<file path="src/rtl/assert_macros.svh">
// Assertion helpers used by the top-level core file.
`ifndef ASSERT_MACROS_SVH
`define ASSERT_MACROS_SVH

// A property that must hold at every clock edge outside reset.
`define ASSERT_CHECK(label, clk, rst_n, prop, msg) \
    label: assert property (@(posedge clk) disable iff (!rst_n) (prop)) else $error(msg);

// A same-cycle implication that must hold outside reset.
`define ASSERT_IMPLY(label, clk, rst_n, ante, cons, msg) \
    label: assert property (@(posedge clk) disable iff (!rst_n) (ante) |-> (cons)) \
        else $error(msg);

`endif

</file>
<file path="src/rtl/itp_pkg.sv">
package itp_pkg;

    // Symbol width and default operator stack depth.
    localparam int SYM_W = 8;
    localparam int STACK_DEPTH_DEF = 16;

    // Depth of the queue between the classifier and the stack engine.
    localparam int QUEUE_DEPTH = 2;

    // Characters with a role of their own.
    localparam logic [SYM_W-1:0] CH_PLUS   = 8'h2B;
    localparam logic [SYM_W-1:0] CH_MINUS  = 8'h2D;
    localparam logic [SYM_W-1:0] CH_STAR   = 8'h2A;
    localparam logic [SYM_W-1:0] CH_SLASH  = 8'h2F;
    localparam logic [SYM_W-1:0] CH_CARET  = 8'h5E;
    localparam logic [SYM_W-1:0] CH_LPAREN = 8'h28;
    localparam logic [SYM_W-1:0] CH_RPAREN = 8'h29;

    // Status codes carried on every result of a transaction.
    localparam logic [1:0] ST_OK             = 2'd0;
    localparam logic [1:0] ST_UNMATCHED_CLOSE = 2'd1;
    localparam logic [1:0] ST_OVERFLOW       = 2'd2;
    localparam logic [1:0] ST_UNMATCHED_OPEN = 2'd3;

    typedef enum logic [1:0] {
        CLS_ALNUM,
        CLS_OPEN,
        CLS_CLOSE,
        CLS_OPER
    } sym_class_t;

    // One classified input character as it waits in the queue.
    typedef struct packed {
        logic [SYM_W-1:0] sym;
        logic             last;
        sym_class_t       cls;
        logic [1:0]       prec;
        logic             strict;
    } queue_entry_t;

    // Stack condition flags reported by the stack engine.
    typedef struct packed {
        logic empty;
        logic opens_present;
    } stack_info_t;

    // Operator precedence; every other symbol ranks zero.
    function automatic logic [1:0] prec_of(input logic [SYM_W-1:0] c);
        logic [1:0] p;
        p = 2'd0;
        if (c == CH_PLUS || c == CH_MINUS) begin
            p = 2'd1;
        end else if (c == CH_STAR || c == CH_SLASH) begin
            p = 2'd2;
        end else if (c == CH_CARET) begin
            p = 2'd3;
        end
        return p;
    endfunction

    // ASCII letters and digits only.
    function automatic logic is_alnum(input logic [SYM_W-1:0] c);
        return (c >= 8'h30 && c <= 8'h39) || (c >= 8'h41 && c <= 8'h5A) ||
               (c >= 8'h61 && c <= 8'h7A);
    endfunction

endpackage

</file>
<file path="src/rtl/itp_ram.sv">
module itp_ram #(
    parameter int WIDTH = 8,
    parameter int DEPTH = 16
) (
    input  logic                     aclk,
    input  logic                     we,
    input  logic [$clog2(DEPTH)-1:0] waddr,
    input  logic [WIDTH-1:0]         wdata,
    input  logic [$clog2(DEPTH)-1:0] raddr,
    output logic [WIDTH-1:0]         rdata
);

    logic [WIDTH-1:0] mem_reg [DEPTH];
    logic [WIDTH-1:0] rdata_reg;

    // Single write port and registered read port.
    always_ff @(posedge aclk) begin
        if (we) begin
            mem_reg[waddr] <= wdata;
        end
        rdata_reg <= mem_reg[raddr];
    end

    assign rdata = rdata_reg;

endmodule

</file>
<file path="src/rtl/itp_front.sv">
module itp_front (
    input  logic                        aclk,
    input  logic                        aresetn,
    input  logic                        s_valid,
    output logic                        s_ready,
    input  logic [itp_pkg::SYM_W-1:0]   s_in_symbol,
    input  logic                        s_in_last,
    input  logic                        power_right_assoc,
    output itp_pkg::queue_entry_t       q_head,
    output logic                        q_valid,
    input  logic                        q_pop
);
    import itp_pkg::*;

    localparam int PW = (QUEUE_DEPTH > 1) ? $clog2(QUEUE_DEPTH) : 1;
    localparam int FW = $clog2(QUEUE_DEPTH + 1);

    queue_entry_t   slot_reg [QUEUE_DEPTH];
    logic [PW-1:0]  wr_ptr_reg, wr_ptr_next;
    logic [PW-1:0]  rd_ptr_reg, rd_ptr_next;
    logic [FW-1:0]  fill_reg, fill_next;
    queue_entry_t   new_entry;
    logic           push, pop;

    // Classify the incoming character.
    always_comb begin
        new_entry.sym    = s_in_symbol;
        new_entry.last   = s_in_last;
        new_entry.prec   = prec_of(s_in_symbol);
        new_entry.strict = (s_in_symbol == CH_CARET) && power_right_assoc;
        if (is_alnum(s_in_symbol)) begin
            new_entry.cls = CLS_ALNUM;
        end else if (s_in_symbol == CH_LPAREN) begin
            new_entry.cls = CLS_OPEN;
        end else if (s_in_symbol == CH_RPAREN) begin
            new_entry.cls = CLS_CLOSE;
        end else begin
            new_entry.cls = CLS_OPER;
        end
    end

    assign s_ready = (fill_reg != FW'(QUEUE_DEPTH));
    assign q_valid = (fill_reg != '0);
    assign q_head  = slot_reg[rd_ptr_reg];
    assign push    = s_valid && s_ready;
    assign pop     = q_pop && q_valid;

    // Queue pointer and fill bookkeeping.
    always_comb begin
        wr_ptr_next = wr_ptr_reg;
        rd_ptr_next = rd_ptr_reg;
        fill_next   = fill_reg;
        if (push) begin
            wr_ptr_next = (wr_ptr_reg == PW'(QUEUE_DEPTH - 1)) ? '0 : wr_ptr_reg + PW'(1);
        end
        if (pop) begin
            rd_ptr_next = (rd_ptr_reg == PW'(QUEUE_DEPTH - 1)) ? '0 : rd_ptr_reg + PW'(1);
        end
        if (push && !pop) begin
            fill_next = fill_reg + FW'(1);
        end else if (pop && !push) begin
            fill_next = fill_reg - FW'(1);
        end
    end

    always_ff @(posedge aclk) begin
        if (!aresetn) begin
            wr_ptr_reg <= '0;
            rd_ptr_reg <= '0;
            fill_reg   <= '0;
        end else begin
            wr_ptr_reg <= wr_ptr_next;
            rd_ptr_reg <= rd_ptr_next;
            fill_reg   <= fill_next;
        end
    end

    // Queue slots hold payload only.
    always_ff @(posedge aclk) begin
        if (push) begin
            slot_reg[wr_ptr_reg] <= new_entry;
        end
    end

endmodule

</file>
<file path="src/rtl/itp_back.sv">
module itp_back #(
    parameter int STACK_DEPTH = itp_pkg::STACK_DEPTH_DEF
) (
    input  logic                        aclk,
    input  logic                        aresetn,
    input  itp_pkg::queue_entry_t       q_head,
    input  logic                        q_valid,
    output logic                        q_pop,
    output logic                        m_valid,
    input  logic                        m_ready,
    output logic [itp_pkg::SYM_W-1:0]   m_out_symbol,
    output logic                        m_out_valid,
    output logic                        m_run_end,
    output logic [1:0]                  m_status,
    output itp_pkg::stack_info_t        info
);
    import itp_pkg::*;

    localparam int CW = $clog2(STACK_DEPTH + 1);
    localparam int AW = $clog2(STACK_DEPTH);

    localparam logic [2:0] S_IDLE  = 3'd0;
    localparam logic [2:0] S_EXEC  = 3'd1;
    localparam logic [2:0] S_POPW  = 3'd2;
    localparam logic [2:0] S_FLUSH = 3'd3;
    localparam logic [2:0] S_DONE  = 3'd4;

    logic [2:0]       state_reg, state_next;
    logic [2:0]       ret_reg, ret_next;
    logic [SYM_W-1:0] cur_sym_reg, cur_sym_next;
    logic             cur_last_reg, cur_last_next;
    sym_class_t       cur_cls_reg, cur_cls_next;
    logic [1:0]       cur_prec_reg, cur_prec_next;
    logic             cur_strict_reg, cur_strict_next;
    logic [1:0]       status_reg, status_next;
    logic [SYM_W-1:0] top_reg, top_next;
    logic [CW-1:0]    count_reg, count_next;
    logic [CW-1:0]    open_reg, open_next;
    logic             pend_valid_reg, pend_valid_next;
    logic [SYM_W-1:0] pend_sym_reg, pend_sym_next;
    logic             pend_flag_reg, pend_flag_next;
    logic             m_valid_reg, m_valid_next;
    logic [SYM_W-1:0] m_sym_reg, m_sym_next;
    logic             m_flag_reg, m_flag_next;
    logic             m_end_reg, m_end_next;
    logic [1:0]       m_status_reg, m_status_next;

    logic             ram_we;
    logic [AW-1:0]    ram_waddr, ram_raddr;
    logic [SYM_W-1:0] ram_rdata;
    logic [CW-1:0]    cnt_m1, cnt_m2;

    logic             out_free, can_emit, stack_full, after_last;
    logic             head_top_pop, cur_top_pop, head_open_after;
    logic [1:0]       head_item_status, head_status;
    logic [2:0]       after_state;
    logic             do_push, do_pop, emit_req, out_load;
    logic [SYM_W-1:0] emit_sym, out_sym;
    logic             emit_flag, out_flag, out_end;

    // Entries below the cached top of stack live in the RAM.
    itp_ram #(
        .WIDTH (SYM_W),
        .DEPTH (STACK_DEPTH)
    ) u_stack_ram (
        .aclk  (aclk),
        .we    (ram_we),
        .waddr (ram_waddr),
        .wdata (top_reg),
        .raddr (ram_raddr),
        .rdata (ram_rdata)
    );

    assign cnt_m1      = count_reg - CW'(1);
    assign cnt_m2      = count_reg - CW'(2);
    assign stack_full  = (count_reg == CW'(STACK_DEPTH));
    assign out_free    = !m_valid_reg || m_ready;
    assign can_emit    = !pend_valid_reg || out_free;
    assign after_last  = cur_last_reg;
    assign after_state = after_last ? S_FLUSH : S_DONE;

    // Whether the stacked top yields to the operator at the queue head or in work.
    assign head_top_pop = (count_reg != '0) && (top_reg != CH_LPAREN) &&
                          (q_head.strict ? (prec_of(top_reg) > q_head.prec)
                                         : (prec_of(top_reg) >= q_head.prec));
    assign cur_top_pop  = (count_reg != '0) && (top_reg != CH_LPAREN) &&
                          (cur_strict_reg ? (prec_of(top_reg) > cur_prec_reg)
                                          : (prec_of(top_reg) >= cur_prec_reg));

    // The status of a transaction is settled from the stack before any pop.
    always_comb begin
        head_item_status = ST_OK;
        head_open_after  = (open_reg != '0);
        case (q_head.cls)
            CLS_CLOSE: begin
                if (open_reg == '0) begin
                    head_item_status = ST_UNMATCHED_CLOSE;
                end
                head_open_after = (open_reg > CW'(1));
            end
            CLS_OPEN: begin
                if (stack_full) begin
                    head_item_status = ST_OVERFLOW;
                end else begin
                    head_open_after = 1'b1;
                end
            end
            CLS_OPER: begin
                if (stack_full && !head_top_pop) begin
                    head_item_status = ST_OVERFLOW;
                end
            end
            default: begin
                head_item_status = ST_OK;
            end
        endcase
        if (head_item_status != ST_OK) begin
            head_status = head_item_status;
        end else if (q_head.last && head_open_after) begin
            head_status = ST_UNMATCHED_OPEN;
        end else begin
            head_status = ST_OK;
        end
    end

    // Sequencer for one transaction: execute, flush after a last character, then close the run.
    always_comb begin
        state_next      = state_reg;
        ret_next        = ret_reg;
        cur_sym_next    = cur_sym_reg;
        cur_last_next   = cur_last_reg;
        cur_cls_next    = cur_cls_reg;
        cur_prec_next   = cur_prec_reg;
        cur_strict_next = cur_strict_reg;
        status_next     = status_reg;
        top_next        = top_reg;
        count_next      = count_reg;
        open_next       = open_reg;
        pend_valid_next = pend_valid_reg;
        pend_sym_next   = pend_sym_reg;
        pend_flag_next  = pend_flag_reg;
        m_valid_next    = m_valid_reg;
        m_sym_next      = m_sym_reg;
        m_flag_next     = m_flag_reg;
        m_end_next      = m_end_reg;
        m_status_next   = m_status_reg;
        q_pop     = 1'b0;
        ram_we    = 1'b0;
        ram_waddr = '0;
        ram_raddr = '0;
        do_push   = 1'b0;
        do_pop    = 1'b0;
        emit_req  = 1'b0;
        emit_sym  = '0;
        emit_flag = 1'b0;
        out_load  = 1'b0;
        out_sym   = '0;
        out_flag  = 1'b0;
        out_end   = 1'b0;

        unique case (state_reg)
            S_IDLE: begin
                if (q_valid) begin
                    q_pop           = 1'b1;
                    cur_sym_next    = q_head.sym;
                    cur_last_next   = q_head.last;
                    cur_cls_next    = q_head.cls;
                    cur_prec_next   = q_head.prec;
                    cur_strict_next = q_head.strict;
                    status_next     = head_status;
                    state_next      = S_EXEC;
                end
            end
            S_EXEC: begin
                case (cur_cls_reg)
                    CLS_ALNUM: begin
                        if (can_emit) begin
                            emit_req   = 1'b1;
                            emit_sym   = cur_sym_reg;
                            emit_flag  = 1'b1;
                            state_next = after_state;
                        end
                    end
                    CLS_OPEN: begin
                        do_push    = !stack_full;
                        state_next = after_state;
                    end
                    CLS_CLOSE: begin
                        if (count_reg == '0) begin
                            state_next = after_state;
                        end else if (top_reg == CH_LPAREN) begin
                            do_pop     = 1'b1;
                            ret_next   = after_state;
                            state_next = S_POPW;
                        end else if (can_emit) begin
                            emit_req   = 1'b1;
                            emit_sym   = top_reg;
                            emit_flag  = 1'b1;
                            do_pop     = 1'b1;
                            ret_next   = S_EXEC;
                            state_next = S_POPW;
                        end
                    end
                    default: begin
                        if (!cur_top_pop) begin
                            do_push    = !stack_full;
                            state_next = after_state;
                        end else if (can_emit) begin
                            emit_req   = 1'b1;
                            emit_sym   = top_reg;
                            emit_flag  = 1'b1;
                            do_pop     = 1'b1;
                            ret_next   = S_EXEC;
                            state_next = S_POPW;
                        end
                    end
                endcase
            end
            S_POPW: begin
                top_next   = ram_rdata;
                state_next = ret_reg;
            end
            S_FLUSH: begin
                if (count_reg != '0) begin
                    if (top_reg == CH_LPAREN) begin
                        do_pop     = 1'b1;
                        ret_next   = S_FLUSH;
                        state_next = S_POPW;
                    end else if (can_emit) begin
                        emit_req   = 1'b1;
                        emit_sym   = top_reg;
                        emit_flag  = 1'b1;
                        do_pop     = 1'b1;
                        ret_next   = S_FLUSH;
                        state_next = S_POPW;
                    end
                end else if (can_emit) begin
                    // Bare end marker closes the expression.
                    emit_req   = 1'b1;
                    state_next = S_DONE;
                end
            end
            S_DONE: begin
                if (pend_valid_reg) begin
                    if (out_free) begin
                        out_load        = 1'b1;
                        out_sym         = pend_sym_reg;
                        out_flag        = pend_flag_reg;
                        out_end         = 1'b1;
                        pend_valid_next = 1'b0;
                        state_next      = S_IDLE;
                    end
                end else if (status_reg != ST_OK) begin
                    // An error with no output still shows up as a bare marker.
                    if (out_free) begin
                        out_load   = 1'b1;
                        out_end    = 1'b1;
                        state_next = S_IDLE;
                    end
                end else begin
                    state_next = S_IDLE;
                end
            end
            default: begin
                state_next = S_IDLE;
            end
        endcase

        // Push: the old top moves into the RAM.
        if (do_push) begin
            if (count_reg != '0) begin
                ram_we    = 1'b1;
                ram_waddr = cnt_m1[AW-1:0];
            end
            top_next   = cur_sym_reg;
            count_next = count_reg + CW'(1);
            if (cur_cls_reg == CLS_OPEN) begin
                open_next = open_reg + CW'(1);
            end
        end

        // Pop: fetch the entry below the top for the wait state.
        if (do_pop) begin
            ram_raddr  = cnt_m2[AW-1:0];
            count_next = cnt_m1;
            if (top_reg == CH_LPAREN) begin
                open_next = open_reg - CW'(1);
            end
        end

        // A new result displaces the held one, which then is not the run's last.
        if (emit_req) begin
            if (pend_valid_reg) begin
                out_load = 1'b1;
                out_sym  = pend_sym_reg;
                out_flag = pend_flag_reg;
                out_end  = 1'b0;
            end
            pend_valid_next = 1'b1;
            pend_sym_next   = emit_sym;
            pend_flag_next  = emit_flag;
        end

        // Output register.
        if (m_valid_reg && m_ready) begin
            m_valid_next = 1'b0;
        end
        if (out_load) begin
            m_valid_next  = 1'b1;
            m_sym_next    = out_sym;
            m_flag_next   = out_flag;
            m_end_next    = out_end;
            m_status_next = status_reg;
        end
    end

    always_ff @(posedge aclk) begin
        if (!aresetn) begin
            state_reg      <= S_IDLE;
            ret_reg        <= S_IDLE;
            count_reg      <= '0;
            open_reg       <= '0;
            pend_valid_reg <= 1'b0;
            m_valid_reg    <= 1'b0;
        end else begin
            state_reg      <= state_next;
            ret_reg        <= ret_next;
            count_reg      <= count_next;
            open_reg       <= open_next;
            pend_valid_reg <= pend_valid_next;
            m_valid_reg    <= m_valid_next;
        end
    end

    // Payload registers.
    always_ff @(posedge aclk) begin
        cur_sym_reg    <= cur_sym_next;
        cur_last_reg   <= cur_last_next;
        cur_cls_reg    <= cur_cls_next;
        cur_prec_reg   <= cur_prec_next;
        cur_strict_reg <= cur_strict_next;
        status_reg     <= status_next;
        top_reg        <= top_next;
        pend_sym_reg   <= pend_sym_next;
        pend_flag_reg  <= pend_flag_next;
        m_sym_reg      <= m_sym_next;
        m_flag_reg     <= m_flag_next;
        m_end_reg      <= m_end_next;
        m_status_reg   <= m_status_next;
    end

    assign m_valid      = m_valid_reg;
    assign m_out_symbol = m_sym_reg;
    assign m_out_valid  = m_flag_reg;
    assign m_run_end    = m_end_reg;
    assign m_status     = m_status_reg;

    assign info.empty         = (count_reg == '0);
    assign info.opens_present = (open_reg != '0);

endmodule

</file>
<file path="src/rtl/infix_to_postfix_converter_core.sv">
// Flow: an accepted character waits in the input queue until the stack engine takes it; a letter
// passes through the working registers and a pending hold register to the output register, and
// each result is held back one step so that its run-end flag is known when it leaves.
// The stack engine works on one character at a time, with a wait state for each stack pop (the
// stack RAM read) and an end marker after a last character; the input queue absorbs bursts.
// Reset (aresetn low, synchronous) empties the stack and queue and sets caret right assoc.
`include "assert_macros.svh"

module infix_to_postfix_converter_core #(
    parameter int STACK_DEPTH = itp_pkg::STACK_DEPTH_DEF
) (
    input  logic                        aclk,
    input  logic                        aresetn,
    input  logic                        s_valid,
    output logic                        s_ready,
    input  logic [itp_pkg::SYM_W-1:0]   s_in_symbol,
    input  logic                        s_in_last,
    output logic                        m_valid,
    input  logic                        m_ready,
    output logic [itp_pkg::SYM_W-1:0]   m_out_symbol,
    output logic                        m_out_valid,
    output logic                        m_run_end,
    output logic [1:0]                  m_status,
    input  logic                        cfg_we,
    input  logic                        cfg_wdata
);
    import itp_pkg::*;

    logic         power_right_assoc_reg;
    queue_entry_t q_head;
    logic         q_valid, q_pop;
    stack_info_t  info;

    // Caret associativity register.
    always_ff @(posedge aclk) begin
        if (!aresetn) begin
            power_right_assoc_reg <= 1'b1;
        end else if (cfg_we) begin
            power_right_assoc_reg <= cfg_wdata;
        end
    end

    itp_front u_front (
        .aclk              (aclk),
        .aresetn           (aresetn),
        .s_valid           (s_valid),
        .s_ready           (s_ready),
        .s_in_symbol       (s_in_symbol),
        .s_in_last         (s_in_last),
        .power_right_assoc (power_right_assoc_reg),
        .q_head            (q_head),
        .q_valid           (q_valid),
        .q_pop             (q_pop)
    );

    itp_back #(
        .STACK_DEPTH (STACK_DEPTH)
    ) u_back (
        .aclk         (aclk),
        .aresetn      (aresetn),
        .q_head       (q_head),
        .q_valid      (q_valid),
        .q_pop        (q_pop),
        .m_valid      (m_valid),
        .m_ready      (m_ready),
        .m_out_symbol (m_out_symbol),
        .m_out_valid  (m_out_valid),
        .m_run_end    (m_run_end),
        .m_status     (m_status),
        .info         (info)
    );

    // A bare marker is always the final result of its transaction.
    `ASSERT_IMPLY(a_marker_ends_run, aclk, aresetn, m_valid && !m_out_valid, m_run_end,
                  "bare marker without run end")
    // Open parenthesis bookkeeping must agree with the stack fill.
    `ASSERT_IMPLY(a_empty_no_opens, aclk, aresetn, info.empty, !info.opens_present,
                  "open count nonzero on empty stack")

endmodule

</file>
<file path="config.mk">
export PLATFORM = sky130hd
export DESIGN_NAME = infix_to_postfix_converter_core
export DESIGN_NICKNAME = d
export VERILOG_FILES = /design/src/rtl/itp_pkg.sv /design/src/rtl/itp_ram.sv /design/src/rtl/itp_front.sv /design/src/rtl/itp_back.sv /design/src/rtl/infix_to_postfix_converter_core.sv
export VERILOG_INCLUDE_DIRS = /design/src /design/src/rtl
export SDC_FILE = /design/constraint.sdc
export NUM_CORES = 1
export LEC_CHECK = 0
export BUFFER_PORTS_ARGS = -buffer_cell sky130_fd_sc_hd__buf_2
export CAP_MARGIN = 10
export CORE_ASPECT_RATIO = 1.75
export CORE_MARGIN = 5
export CORE_UTILIZATION = 50
export CTS_CLUSTER_DIAMETER = 150
export DETAILED_ROUTE_END_ITERATION = 6
export GPL_TIMING_DRIVEN = 0
export PLACE_DENSITY = 0.7
export SLEW_MARGIN = 20
export SYNTH_ARGS = -nofsm -noshare
export SYNTH_HDL_FRONTEND = slang
export SYNTH_SLANG_ARGS = --single-unit
</file>
<file path="constraint.sdc">
create_clock -name aclk -period 5.33 [get_ports aclk]
set_input_delay 0 -clock aclk [delete_from_list [all_inputs] [get_ports aclk]]
set_output_delay 0 -clock aclk [all_outputs]
set_load 0.01 [all_outputs]
</file>
# Word level (Yosys, flattened, before mapping)
# Memory sizes are Yosys's and may differ from the RTL's. A register that Yosys moved wholly into a read port is not among the register bits.
# Index checks and enable logic that the tools add are counted.
[word_totals]
register_bits = 68
ramBits = 156
word_cells = 242
n_memories = 2
[mem_list]
columns = ["memory", "depth", "width", "read_ports", "rd_ports_with_merged_regs", "write_ports", "line_no", "rtl"]
rows = [
  ["u_back.u_stack_ram.mem_reg", 16, 8, 1, 1, 1, "itp_ram.sv:13", "logic [WIDTH-1:0] mem_reg [DEPTH];"],
  ["u_front.slot_reg", 2, 14, 1, 1, 1, "itp_front.sv:18", "queue_entry_t slot_reg [QUEUE_DEPTH];"],
]
[classes]
add_sub_neg = 9
magnitude_cmp = 11
eq_ne = 33
mux = 116
reduce_logical = 48
[op_table]
columns = ["operator", "n"]
rows = [
  ["2-to-1 mux 8 bit", 13],
  ["equality test 8 x 6 -> 1 bit (second input constant)", 11],
  ["2-to-1 mux 3 bit", 19],
  ["2-to-1 mux 1 bit", 47],
  ["2-to-1 mux 5 bit", 6],
  ["2-to-1 mux 2 bit", 14],
  ["one-hot mux 8 bit (3 select lines)", 1],
  ["nonzero test 2 bit", 9],
  ["equality test 8 x 7 -> 1 bit (second input constant)", 2],
  ["greater-or-equal comparator 8 x 7 -> 1 bit (second input constant)", 2],
  ["less-or-equal comparator 8 x 7 -> 1 bit (second input constant)", 2],
  ["one-hot mux 8 bit (2 select lines)", 1],
  ["one-hot mux 3 bit (5 select lines)", 1],
  ["logical AND 1 bit", 14],
  ["2-to-1 mux 4 bit", 3],
  ["one-hot mux 1 bit (2 select lines)", 6],
  ["one-hot mux 3 bit (2 select lines)", 2],
  ["adder 5 x 1 -> 5 bit (second input constant)", 2],
  ["zero test 5 bit", 2],
  ["nonzero test 5 bit", 2],
  ["subtractor 5 x 1 -> 5 bit (second input constant)", 2],
  ["inequality test 3 x 1 -> 1 bit (second input constant)", 3],
  ["one-hot mux 3 bit (3 select lines)", 1],
  ["greater-or-equal comparator 8 x 6 -> 1 bit (second input constant)", 1],
  ["29 further kinds", 51],
]

# Logic depth before layout (Yosys ltp)
# Gate-level depths: netlist of the first run.
[depth]
word_depth = 13
depth_mapped = 14
depth_no_buf = 13

# Modules after synthesis
# From an unflattened synthesis of the first run, not the netlist that was laid out.
[hier_totals]
hier_cells = 663
area_unflattened_um2 = 10090.9
[modules_own_cells]
columns = ["module", "instances", "cells_each", "area_per_inst_um2"]
rows = [
  ["itp_ram", 1, 229, 5147.4],
  ["itp_back", 1, 335, 3487.1],
  ["itp_front", 1, 96, 1422.6],
  ["infix_to_postfix_converter_core", 1, 3, 33.8],
]

# Worst setup path after synthesis of the first run
# Ideal clock, no wire load.
[synth_path]
kind = "reg-to-reg"
startpoint = "register u_back.top_reg[7]"
endpoint = "memory u_back.u_stack_ram.mem_reg[12][0], enable pin"
setup_time_ns = 0.370
arrival_ns = 3.427
t_required_ns = 4.960
setup_slack_ns = 1.533
stages_incl_launch_ff = 13
path_buffers = 1
cell_sequence = "edfxtp_1 -> nor4b_4 -> nand3_1 -> o21ai_0 -> nand2_1 -> ha_1 -> nand2b_1 -> a21oi_1 -> nor2_1 -> a31oi_2 -> clkbuf_1 -> nand3_1 -> nor2_1"
[synth_via]
elab_chain_len = 13
elab_cells_between_ends = 23
cone_classes = "2 x order compare; 6 x eq/ne; 11 x mux; 4 x reduce/logical"
[synth_lines]
columns = ["item", "line_no", "rtl"]
rows = [
  ["from (decl)", "itp_back.sv:36", "logic [SYM_W-1:0] top_reg, top_next;"],
  ["from (signal assigned)", "itp_back.sv:343", "top_reg <= top_next;"],
  ["equality test 8 x 7 -> 1 bit / equality test 8 x 6 -> 1 bit (equally long branches)", "itp_pkg.sv:55, itp_pkg.sv:53", ""],
  ["2-to-1 mux 2 bit / logical OR 1 bit (equally long branches)", "itp_pkg.sv:55, itp_pkg.sv:53", ""],
  ["2-to-1 mux 2 bit", "itp_pkg.sv:53", "end else if (c == CH_STAR || c == CH_SLASH) begin"],
  ["2-to-1 mux 2 bit", "itp_pkg.sv:51", "if (c == CH_PLUS || c == CH_MINUS) begin"],
  ["greater-or-equal comparator 2 bit / > comparator 2 bit (equally long branches)", "itp_back.sv:88, itp_back.sv:87", ""],
  ["2-to-1 mux 1 bit", "itp_back.sv:87", "(cur_strict_reg ? (prec_of(top_reg) > cur_prec_reg)"],
  ["logical AND 1 bit *", "itp_back.sv:86", "assign cur_top_pop = (count_reg != '0) && (top_reg != CH_LPAREN) &&"],
  ["2-to-1 mux 1 bit *", "itp_back.sv:205", "if (!cur_top_pop) begin"],
  ["one-hot mux 1 bit (2 select lines) *", "itp_back.sv:175", "case (cur_cls_reg)"],
  ["2-to-1 mux 1 bit *", "itp_back.sv:161", "unique case (state_reg)"],
  ["2-to-1 mux 1 bit", "itp_back.sv:270", "if (do_push) begin"],
  ["2-to-1 mux 1 bit", "itp_ram.sv:18", "if (we) begin"],
  ["2-to-1 mux 1 bit (not written as such)", "itp_ram.sv:19", "mem_reg[waddr] <= wdata;"],
  ["to (decl)", "itp_ram.sv:13", ""],
]
# Every way passes the cells marked *; elsewhere a longest branch is shown, timed or not.

# Final worst setup path of the first run
[layout_path]
startpoint = "register u_back.top_reg[6]"
endpoint = "memory u_back.u_stack_ram.mem_reg[10][2], enable pin"
# Same word-level chain as after synthesis.

==> flow_summary_export.csv, run 1 <==
group,metric,value,unit
power_and_ir_drop,p_comb_share,31.1,%
clock_tree,clk_pin_slew,0.06,ns
critical_path,max_stage_delay,0.77,ns
power_and_ir_drop,p_int,3.93,mW
timing,post-route-period-util,93.0,%
routing,dr.pass1.iters,7,
grt,grt.overflow.total,0,
critical_path,cp_cell_sequence,"nor4b_4 -> nand3_1 -> o21ai_0 -> nand2_1 -> ha_1 -> nand2b_1 -> a21oi_1 -> nor2_1 -> a31oi_4 -> clkbuf_1 -> nand3_1 -> nor2_2",
hold_path,hold-path-endpoint,"u_back.ret_reg[0]",
synthesis,synth_edf_count,201,
hold_path,hold_depth,2,
place,placed_area,0.0107,mm2
cells_and_area,areaGrowthSynthToFinish,13.4,%
place,portBuffers,27,
synthesis,synth_cell_types,76,
routing,postRouteWirelength,24800,um
synthesis,synth_nets,756,
place,hpwl,17700,um
critical_path,cp-start-kind,"flip-flop",
floorplan,die_area,0.0236,mm2
clock_tree,cts_made_buffers,20,
hold_path,min_path_type,"in -> reg",
floorplan,dieWidth,118,um
timing,finalHoldViolations,3,
timing,period_minus_slack,4.96,ns
routing,drtAntennaViolNets,0,
critical_path,cp_common_cell,"nand3_1",
timing,slew_headroom,29.7,%
critical_path,crit_type,"reg -> reg",
synthesis,syn_avg_cell_area,14.2,um2
routing,vias,6425,
synthesis,ys_async_sr_fraction,0,%
timing,fin_worst_skew,0.0114,ns
floorplan,die_h,199,um
power_and_ir_drop,p_sw_share,34.4,%
critical_path,reg2regPathDepth,12,
power_and_ir_drop,power_density,517,mW/mm2
hold_path,min_from,"aresetn",
floorplan,pin_count,29,
run_status,outcome,"finished, violations left",
grt,grt_pass1_wl,37900,um
timing,fmax,0.202,GHz
cells_and_area,fill_cells,1566,
place,gp_congestion,0.947,
synthesis,yosysWarnings,0,
critical_path,cp_slowest_cell,"edfxtp_1",
synthesis,synthCells,723,
routing,vias_per_cell,6.10,
routing,drc_errors,0,
cells_and_area,stdcell_area,0.0116,mm2
clock_tree,clk_latency,0.50,ns
critical_path,critPathCaptureType,"flip-flop",
clock_tree,cts_tree,"built",
timing,final_max_slew_viol_count,0,
cells_and_area,finalNonFillerCells,1053,
critical_path,worst-path-max-fanout,19,
synthesis,ys_seq_area_share,65.2,%
cells_and_area,drive_gt1_share,17.6,%
cells_and_area,nNetsFinal,824,
critical_path,r2r_slack,0.37,ns
floorplan,coreArea,0.0203,mm2
cells_and_area,diodes,0,
timing,setup_ws,0.374,ns
critical_path,r2r_start,"u_back.top_reg[6]",
cells_and_area,utilization,57.2,%
synthesis,synth_seq_cells,233,
routing,drt_iter0_drc,406,
grt,grt_max_degree,23,
critical_path,critPathLaunch,"u_back.top_reg[6]",
timing,finalSetupViolations,0,
floorplan,initial_core_util,50.5,%
critical_path,required,5.46,ns
place,placedCellCount,998,
run_status,violations,"hold timing",
power_and_ir_drop,p_seq_share,43.9,%
timing,grt_setup_unrepaired,"no",
synthesis,synth_ff_type,"edfxtp_1",
power_and_ir_drop,total_power,6.00,mW
timing,worstMarginPinSlew,1.05,ns
routing,wl_per_cell,23.5,um
critical_path,critPathArrivalTime,5.09,ns
clock_tree,cts-root-buf,"clkbuf_16",
place,preCtsSetupSlack,-0.0556,ns
power_and_ir_drop,p_leak,3.83,nW
grt,grtUsageTotal,20.8,%
power_and_ir_drop,switchingPower,2.06,mW
clock_tree,ctsLongestPathBuffers,3,
power_and_ir_drop,ir_drop,0.375,mV
critical_path,r2r_end,"u_back.u_stack_ram.mem_reg[10][2]",
floorplan,rows,69,
clock_tree,htree_levels,1,
power_and_ir_drop,p_clk_share,25.1,%
clock_tree,clkSinkCount,233,
timing,hold_slack,-0.0136,ns
grt,grt_pass1_vias,6763,
timing,setup-tns-final,0,ns
synthesis,syn-cell-area,0.0102,mm2
cells_and_area,largest_register_ff_count,128,
grt,antenna_found_initial,0,
flow_run,drv_cap,0,
cell usage in the layout (no fill, tap or decap), types with 10 or more instances in the layout:
| master | n |
|---|---|
| dfxtp_1 | 32 |
| nor2_1 | 32 |
| a21oi_1 | 23 |
| nor3_1 | 10 |
| o21ai_0 | 15 |
| and2_1 | 17 |
| edfxtp_1 | 201 |
| nand2_1 | 35 |
| clkbuf_16 | 21 |
| nand3_1 | 20 |
| ha_1 | 18 |
| nand2b_1 | 11 |
| mux2i_1 | 24 |
| buf_2 | 28 |
| inv_1 | 16 |
| a22oi_1 | 11 |
| dlygate4sd3_1 | 14 |
| mux2_2 | 33 |
| o221ai_1 | 14 |
| xor2_1 | 11 |
| clkbuf_1 | 23 |
| nor2_2 | 16 |
critical path, delay by kind of cell (launching register included):
kind	cells	cell delay [ns]
adders and majority gates	1	0.37
buffers and inverters	1	0.49
DFF	1	0.77
and+or+nand+nor	7	2.08
AOI/OAI and AO/OA	3	0.86
kinds of logic (layout without fill, tap and decap cells):
logic type | Yosys count | count (layout) | synth area share, %
XOR/XNOR | 18 | 18 | 1.54
flip-flops | 233 | 233 | 65.2
buffers and inverters | 47 | 129 | 2.17
multiplexers | 67 | 67 | 7.59
AO/OA/AOI/OAI | 150 | 150 | 11.0
AND/OR/NAND/NOR | 190 | 190 | 10.3
adder cells (fa/ha/maj) | 18 | 18 | 2.20
Yosys cell counts, drive strengths merged, types with 3 or more instances:
| cell type | count | area, um2 |
|---|---|---|
| nand3b | 4 | 33.8 |
| a2111oi | 6 | 52.6 |
| mux4 | 4 | 90.1 |
| xor2 | 11 | 96.3 |
| nand3 | 20 | 100 |
| and3 | 4 | 25.0 |
| o211ai | 9 | 67.6 |
| nand4 | 9 | 56.3 |
| o31ai | 3 | 22.5 |
| nand2 | 35 | 131 |
| clkbuf | 19 | 71.3 |
| o311ai | 3 | 26.3 |
| a22o | 9 | 78.8 |
| dfxtp | 32 | 641 |
| and4 | 3 | 26.3 |
| a21oi | 24 | 124 |
| a211o | 8 | 70.1 |
| inv | 16 | 60.1 |
| a21o | 4 | 30.0 |
| nand2b | 11 | 68.8 |
| o221ai | 14 | 123 |
| o22ai | 9 | 70.1 |
| a22oi | 11 | 82.6 |
| edfxtp | 201 | 6040 |
| mux2i | 24 | 240 |
| o21a | 3 | 23.8 |
| nor3 | 11 | 60.1 |
| o21ai | 16 | 83.8 |
| xnor2 | 7 | 61.3 |
| buf | 11 | 87.6 |
| nor2b | 7 | 43.8 |
| and2 | 18 | 113 |
| o21bai | 3 | 22.5 |
| ha | 18 | 225 |
| or3 | 5 | 31.3 |
| a31oi | 10 | 68.8 |
| nor2 | 49 | 184 |
| mux2 | 39 | 447 |
| nor4b | 4 | 86.3 |
layout make-up:
type,count,area [um2],area share (%)
buffer,30,159,1.37
clock buffer,28,582,5.01
clock inverter,8,103,0.884
inverter,17,63.8,0.550
multi-input combinational,443,3400,29.3
sequential,233,6680,57.5
tap,248,310,2.67
timing repair buffer,46,317,2.73
worst max-delay path by stage:
stage,endpoint,slack [ns],cells after the start
after floorplan,u_back.u_stack_ram.mem_reg[12][0],1.53,12
after global placement,u_back.u_stack_ram.mem_reg[2][0],0.13,12
after detailed placement,u_back.u_stack_ram.mem_reg[2][6],-0.06,12
after CTS,u_back.u_stack_ram.mem_reg[15][1],-0.02,12
after global routing,u_back.u_stack_ram.mem_reg[3][0],0.02,12
final,u_back.u_stack_ram.mem_reg[10][2],0.37,12
routing by layer:
layer	vias to the layer above	GRT usage [%]	part of all wire [%]
met5	-	0	0
met4	0	15.1	8.2
met3	91	2.66	4.7
met2	239	39.1	54
met1	3140	20.8	33
li1	2955	-	-
what timing repair did:
action                                 CTS  global route
setup endpoints to repair               44           128
gates resized for setup                  4            14
endpoints found under the hold margin   29             0
hold buffers                            14             0
buffers inserted                         0             5
power groups by stage:
stage               Sequential (mW)  Combinational (mW)  Clock [mW]
floorplan                      2.57                1.27           0
finish                         2.63                1.86        1.50
global placement               2.67                1.72           0
detailed placement             2.69                1.75           0
global route                   2.66                1.99        1.60
CTS                            2.66                1.78        1.52
Power figures use the tool's default switching activity.
==> run 2: changes to the inputs <==
==> constraint.sdc (replaced) <==
create_clock -name aclk -period 6 [get_ports aclk]
set_input_delay 0 -clock aclk [delete_from_list [all_inputs] [get_ports aclk]]
set_output_delay 0 -clock aclk [all_outputs]
set_load 0.01 [all_outputs]
==> run 2 against run 1 <==
The flow still finishes with violations (hold timing); power shrank 12%; highest routed layer unchanged; clock skew barely moved; critical path type unchanged; core utilization decreased by 0.47 points.
==> flow_summary_export.csv, run 2 (synthesis gave the netlist of run 1 again) <==
group,metric,value,unit
run_status,outcome,"finished, violations left",
run_status,violations,"hold timing",
timing,setup_ws,0.571,ns
clock_tree,clkSinkCount,233,
floorplan,die_area,0.0236,mm2
timing,period_minus_slack,5.43,ns
cells_and_area,multi_input_area,0.00335,mm2
flow_run,drv_cap,0,
power_and_ir_drop,switchingPower,1.80,mW
routing,drt_iter0_drc,411,
cells_and_area,largest_register_ff_count,128,
routing,wl_per_cell,23.5,um
grt,grt.overflow.total,0,
floorplan,rows,69,
routing,dr.pass1.iters,7,
grt,grt_max_degree,23,
cells_and_area,seq_area,0.00668,mm2
cells_and_area,nNetsFinal,819,
timing,worstMarginPinSlew,1.03,ns
floorplan,coreArea,0.0203,mm2
floorplan,pin_count,29,
place,preCtsSetupSlack,0.614,ns
power_and_ir_drop,power_density,459,mW/mm2
cells_and_area,drive_gt1_share,15.1,%
hold_path,min_path_type,"in -> reg",
cells_and_area,stdcell_area,0.0115,mm2
critical_path,critPathArrivalTime,5.54,ns
clock_tree,cts_made_buffers,20,
power_and_ir_drop,p_comb_share,30.0,%
place,portBuffers,27,
clock_tree,cts_tree,"built",
power_and_ir_drop,p_leak,3.81,nW
power_and_ir_drop,p_int,3.48,mW
place,hpwl,17700,um
clock_tree,clk_latency,0.50,ns
critical_path,worst-path-max-fanout,19,
place,gp_congestion,0.947,
timing,post-route-period-util,90.5,%
power_and_ir_drop,ir_drop,0.332,mV
power_and_ir_drop,p_clk_share,25.3,%
routing,vias_per_cell,6.14,
timing,fmax,0.184,GHz
timing,setup-tns-final,0,ns
cells_and_area,fill_cells,1573,
grt,antenna_found_initial,0,
place,placed_area,0.0107,mm2
clock_tree,cts-root-buf,"clkbuf_16",
floorplan,initial_core_util,50.5,%
power_and_ir_drop,total_power,5.28,mW
critical_path,required,6.12,ns
timing,slew_headroom,31.3,%
critical_path,crit_type,"reg -> reg",
routing,drtAntennaViolNets,0,
critical_path,critPathCaptureType,"flip-flop",
routing,vias,6431,
clock_tree,ctsLongestPathBuffers,3,
timing,finalSetupViolations,0,
power_and_ir_drop,p_sw_share,34.1,%
timing,finalHoldViolations,3,
timing,grt_setup_unrepaired,"no",
routing,drc_errors,0,
cells_and_area,diodes,0,
cells_and_area,final_common_cell,"edfxtp_1",
cells_and_area,finalNonFillerCells,1048,
place,placedCellCount,998,
clock_tree,clk_pin_slew,0.06,ns
timing,fin_worst_skew,0.0114,ns
routing,postRouteWirelength,24600,um
floorplan,die_h,199,um
grt,grtUsageTotal,20.8,%
cells_and_area,layout_common_cells,"edfxtp_1 (201), nor2_1 (48), nand2_1 (35)",
grt,grt_pass1_vias,6763,
power_and_ir_drop,p_seq_share,44.7,%
clock_tree,htree_levels,1,
floorplan,dieWidth,118,um
clock_tree,post_cts_buffers,0,
critical_path,cp-start-kind,"flip-flop",
grt,grt_pass1_wl,37900,um
cells_and_area,areaGrowthSynthToFinish,12.5,%
timing,final_max_slew_viol_count,0,
timing,hold_slack,-0.0188,ns
[run 2: cell count changes in the layout (fill, tap and decap cells not counted), sizes merged]
cell | previous run | this run
buf | 43 | 38
[run 2: path summary, 6_finish.rpt]
path / from / endpoint / slack [ns] / cells past startpoint
worst max register to register: u_back.top_reg[5] / u_back.u_stack_ram.mem_reg[2][6] / 0.57 / 12
worst max-delay path: u_back.top_reg[5] / u_back.u_stack_ram.mem_reg[2][6] / 0.57 / 12
worst min register to register: u_back.open_reg[4] / u_back.open_reg[4] / 0.49 / 2
worst min-delay path: aresetn / u_back.ret_reg[0] / -0.02 / 2
[run 2: area by class of cell]
class | instances | share of cell area (%)
repair buffers | 41 | 2.39
clock inverters | 8 | 0.891
clock buffers | 28 | 5.05
flip-flops and latches | 233 | 58.0
multi-input cells | 443 | 29.1
plain buffers | 30 | 1.38
inverters | 17 | 0.554
well taps | 248 | 2.69
[run 2: timing repair]
item | in CTS | in global routing
hold buffers | 14 | 0
setup endpoints to repair | 0 | 0
hold endpoints to repair | 29 | 0
resized for setup | 0 | 0
[run 2: power groups by stage]
stage          clock network [mW]  logic, mW  registers, mW
3_5_place_dp                    0       1.56           2.39
6_report                     1.33       1.59           2.36
4_1_cts                      1.35       1.57           2.36
2_1_floorplan                   0       1.13           2.28
3_3_place_gp                    0       1.52           2.37
5_1_grt                      1.42       1.70           2.38
[run 2: metal layers]
metal  wire, um  up-vias  GRT usage [%]  part of all wire (%)
met2      13300      243           39.1                    54
met3       1190       92           2.66                   4.9
met4       1970        0           15.1                   8.0
met5          0        -              0                     0
met1       8120     3149           20.8                    33
li1           -     2947              -                     -
[run 2: critical path: stages (launching register included)]
cell	delay [ns]
edfxtp_1	0.87
nor4b_4	0.56
nand3_1	0.14
o21ai_0	0.13
nand2_1	0.11
ha_1	0.37
nand2b_1	0.16
a21oi_1	0.33
nor2_1	0.15
a31oi_2	0.63
clkbuf_1	0.51
nand3_1	0.28
nor2_1	0.82
[run 2: per-stage QoR]
stage	utilization, %	hold slack, ns
global route	56.8	0.0210
CTS	56.7	0.00478
detailed placement	52.7	0.201
global placement	52.7	0.190
finish	56.8	-0.0188
floorplan	-	0.0989
==> run 3: changes to the inputs <==
--- a/config.mk
+++ b/config.mk
@@ -14,6 +14,7 @@
 export CTS_CLUSTER_DIAMETER = 150
 export DETAILED_ROUTE_END_ITERATION = 6
 export GPL_TIMING_DRIVEN = 0
+export HOLD_SLACK_MARGIN = 0.05
 export PLACE_DENSITY = 0.7
 export SLEW_MARGIN = 20
 export SYNTH_ARGS = -nofsm -noshare
==> constraint.sdc (replaced) <==
create_clock -name aclk -period 5.6 [get_ports aclk]
set_input_delay 0 -clock aclk [delete_from_list [all_inputs] [get_ports aclk]]
set_output_delay 0 -clock aclk [all_outputs]
set_load 0.01 [all_outputs]
==> run 3 against run 2 <==
The run now ends clean; first-iteration DRC count is 11% lower; critical path depth did not move; global-route usage unchanged; combinational power rose by 8%; hold slack better by 0.26 ns; power grew 7.4%; sequential share of layout area fell by 0.16 points; core utilization is 0.16 points higher; wire length up 0.13%; largest power group unchanged.
==> flow_summary_export.csv, run 3 (synthesis gave the netlist of run 1 again) <==
group,metric,value,unit
cells_and_area,stdcell_area,0.0115,mm2
floorplan,pin_count,29,
critical_path,r2r_end,"u_back.u_stack_ram.mem_reg[3][0]",
timing,period_minus_slack,5.33,ns
grt,grt_max_degree,23,
clock_tree,clkSinkCount,233,
critical_path,r2r_start,"u_back.top_reg[5]",
timing,finalSetupViolations,0,
routing,wl_per_cell,23.5,um
timing,post-route-period-util,95.2,%
floorplan,die_h,199,um
critical_path,crit_type,"reg -> reg",
timing,slew_headroom,30.6,%
critical_path,reg2regPathDepth,12,
routing,drt_iter0_drc,366,
cells_and_area,final_common_cell,"edfxtp_1",
timing,hold_slack,0.242,ns
clock_tree,cts-root-buf,"clkbuf_16",
routing,vias_per_cell,6.15,
floorplan,dieWidth,118,um
critical_path,critPathLaunch,"u_back.top_reg[5]",
place,hpwl,17700,um
cells_and_area,drive_gt1_share,16.2,%
clock_tree,htree_levels,1,
cells_and_area,utilization,56.9,%
power_and_ir_drop,ir_drop,0.360,mV
grt,grt_pass1_vias,6766,
routing,drc_errors,0,
place,portBuffers,27,
cells_and_area,largest_register_ff_count,128,
place,gp_congestion,0.947,
critical_path,cp-start-kind,"flip-flop",
cells_and_area,areaGrowthSynthToFinish,12.8,%
cells_and_area,nNetsFinal,820,
grt,grtUsageTotal,20.8,%
timing,fmax,0.188,GHz
timing,setup-tns-final,0,ns
timing,finalHoldViolations,0,
floorplan,initial_core_util,50.5,%
flow_run,drv_cap,0,
power_and_ir_drop,power_density,491,mW/mm2
timing,grt_setup_unrepaired,"yes",
cells_and_area,diodes,0,
clock_tree,clk_latency,0.50,ns
clock_tree,post_cts_buffers,0,
clock_tree,cts_made_buffers,20,
floorplan,coreArea,0.0203,mm2
cells_and_area,layout_common_cells,"edfxtp_1 (201), nor2_1 (39), nand2_1 (35)",
clock_tree,clk_pin_slew,0.07,ns
grt,grt_pass1_wl,37900,um
critical_path,r2r_slack,0.27,ns
critical_path,critPathArrivalTime,5.46,ns
critical_path,required,5.72,ns
critical_path,critPathCaptureType,"flip-flop",
power_and_ir_drop,p_leak,3.81,nW
critical_path,critPathCapture,"u_back.u_stack_ram.mem_reg[3][0]",
critical_path,worst-path-max-fanout,19,
routing,vias,6456,
place,placed_area,0.0107,mm2
floorplan,die_area,0.0236,mm2
timing,final_max_slew_viol_count,0,
routing,postRouteWirelength,24600,um
timing,fin_worst_skew,0.0102,ns
floorplan,rows,69,
grt,grt.overflow.total,0,
routing,dr.pass1.iters,6,
run_status,outcome,"complete, no violations",
clock_tree,cts_tree,"built",
power_and_ir_drop,total_power,5.67,mW
hold_path,min_path_type,"in -> reg",
grt,antenna_found_initial,0,
clock_tree,ctsLongestPathBuffers,3,
timing,worstMarginPinSlew,1.04,ns
routing,drtAntennaViolNets,0,
-- run 3: changes by cell type in the layout (fill, tap and decap cells not counted), sizes merged --
cell         previous run  this run
dlygate4sd3            14        15
-- run 3: metrics by stage --
step,setup slack [ns],instances
2_1_floorplan,1.80,723
3_3_place_gp,0.402,998
3_5_place_dp,0.214,998
4_1_cts,0.183,1049
5_1_grt,-0.110,1049
6_report,0.269,1049
-- run 3: area by class of cell --
class	instances	area, um2
well taps	248	310
plain buffers	30	159
repair buffers	42	285
inverters	17	63.8
clock inverters	8	103
multi-input cells	443	3370
clock buffers	28	582
flip-flops and latches	233	6680
fillers	1573	8740
-- run 3: worst min-delay path by stage --
stage / startpoint / to / slack, ns / cells after the start
2_1_floorplan: s_in_symbol[4] / u_front.slot_reg[0][10] / 0.1 / 0
3_3_place_gp: s_in_last / u_front.slot_reg[1][5] / 0.19 / 1
3_5_place_dp: s_in_last / u_front.slot_reg[1][5] / 0.20 / 1
4_1_cts: s_in_last / u_front.slot_reg[0][5] / 0.23 / 2
5_1_grt: s_in_last / u_front.slot_reg[0][5] / 0.26 / 2
6_report: s_in_last / u_front.slot_reg[0][5] / 0.24 / 2
-- run 3: critical path: stages, from the launching register on --
cell      delay, ns
edfxtp_1       0.88
nor4b_4        0.56
nand3_1        0.14
o21ai_0        0.13
nand2_1        0.11
ha_1           0.37
nand2b_1       0.16
a21oi_1        0.33
nor2_1         0.15
a31oi_2        0.63
clkbuf_1       0.51
nand3_1        0.30
nor2_1         0.67
-- run 3: where the power goes --
part	internal [mW]	switching [mW]
logic	0.630	1.08
clock network	0.826	0.607
registers	2.27	0.259
total	3.73	1.95
-- run 3: layer usage --
| layer | up-vias | part of all wire (%) | track usage (%) |
|---|---|---|---|
| met4 | 0 | 8.2 | 15.1 |
| met3 | 96 | 4.9 | 2.66 |
| met1 | 3149 | 33 | 20.8 |
| met5 | - | 0 | 0 |
| li1 | 2954 | - | - |
| met2 | 257 | 54 | 39.1 |
-- run 3: timing repair --
action / CTS / global route
hold endpoints to repair: 37 / 0
resized for setup: 0 / 9
endpoints found under the setup margin: 0 / 120
hold buffers: 15 / 0
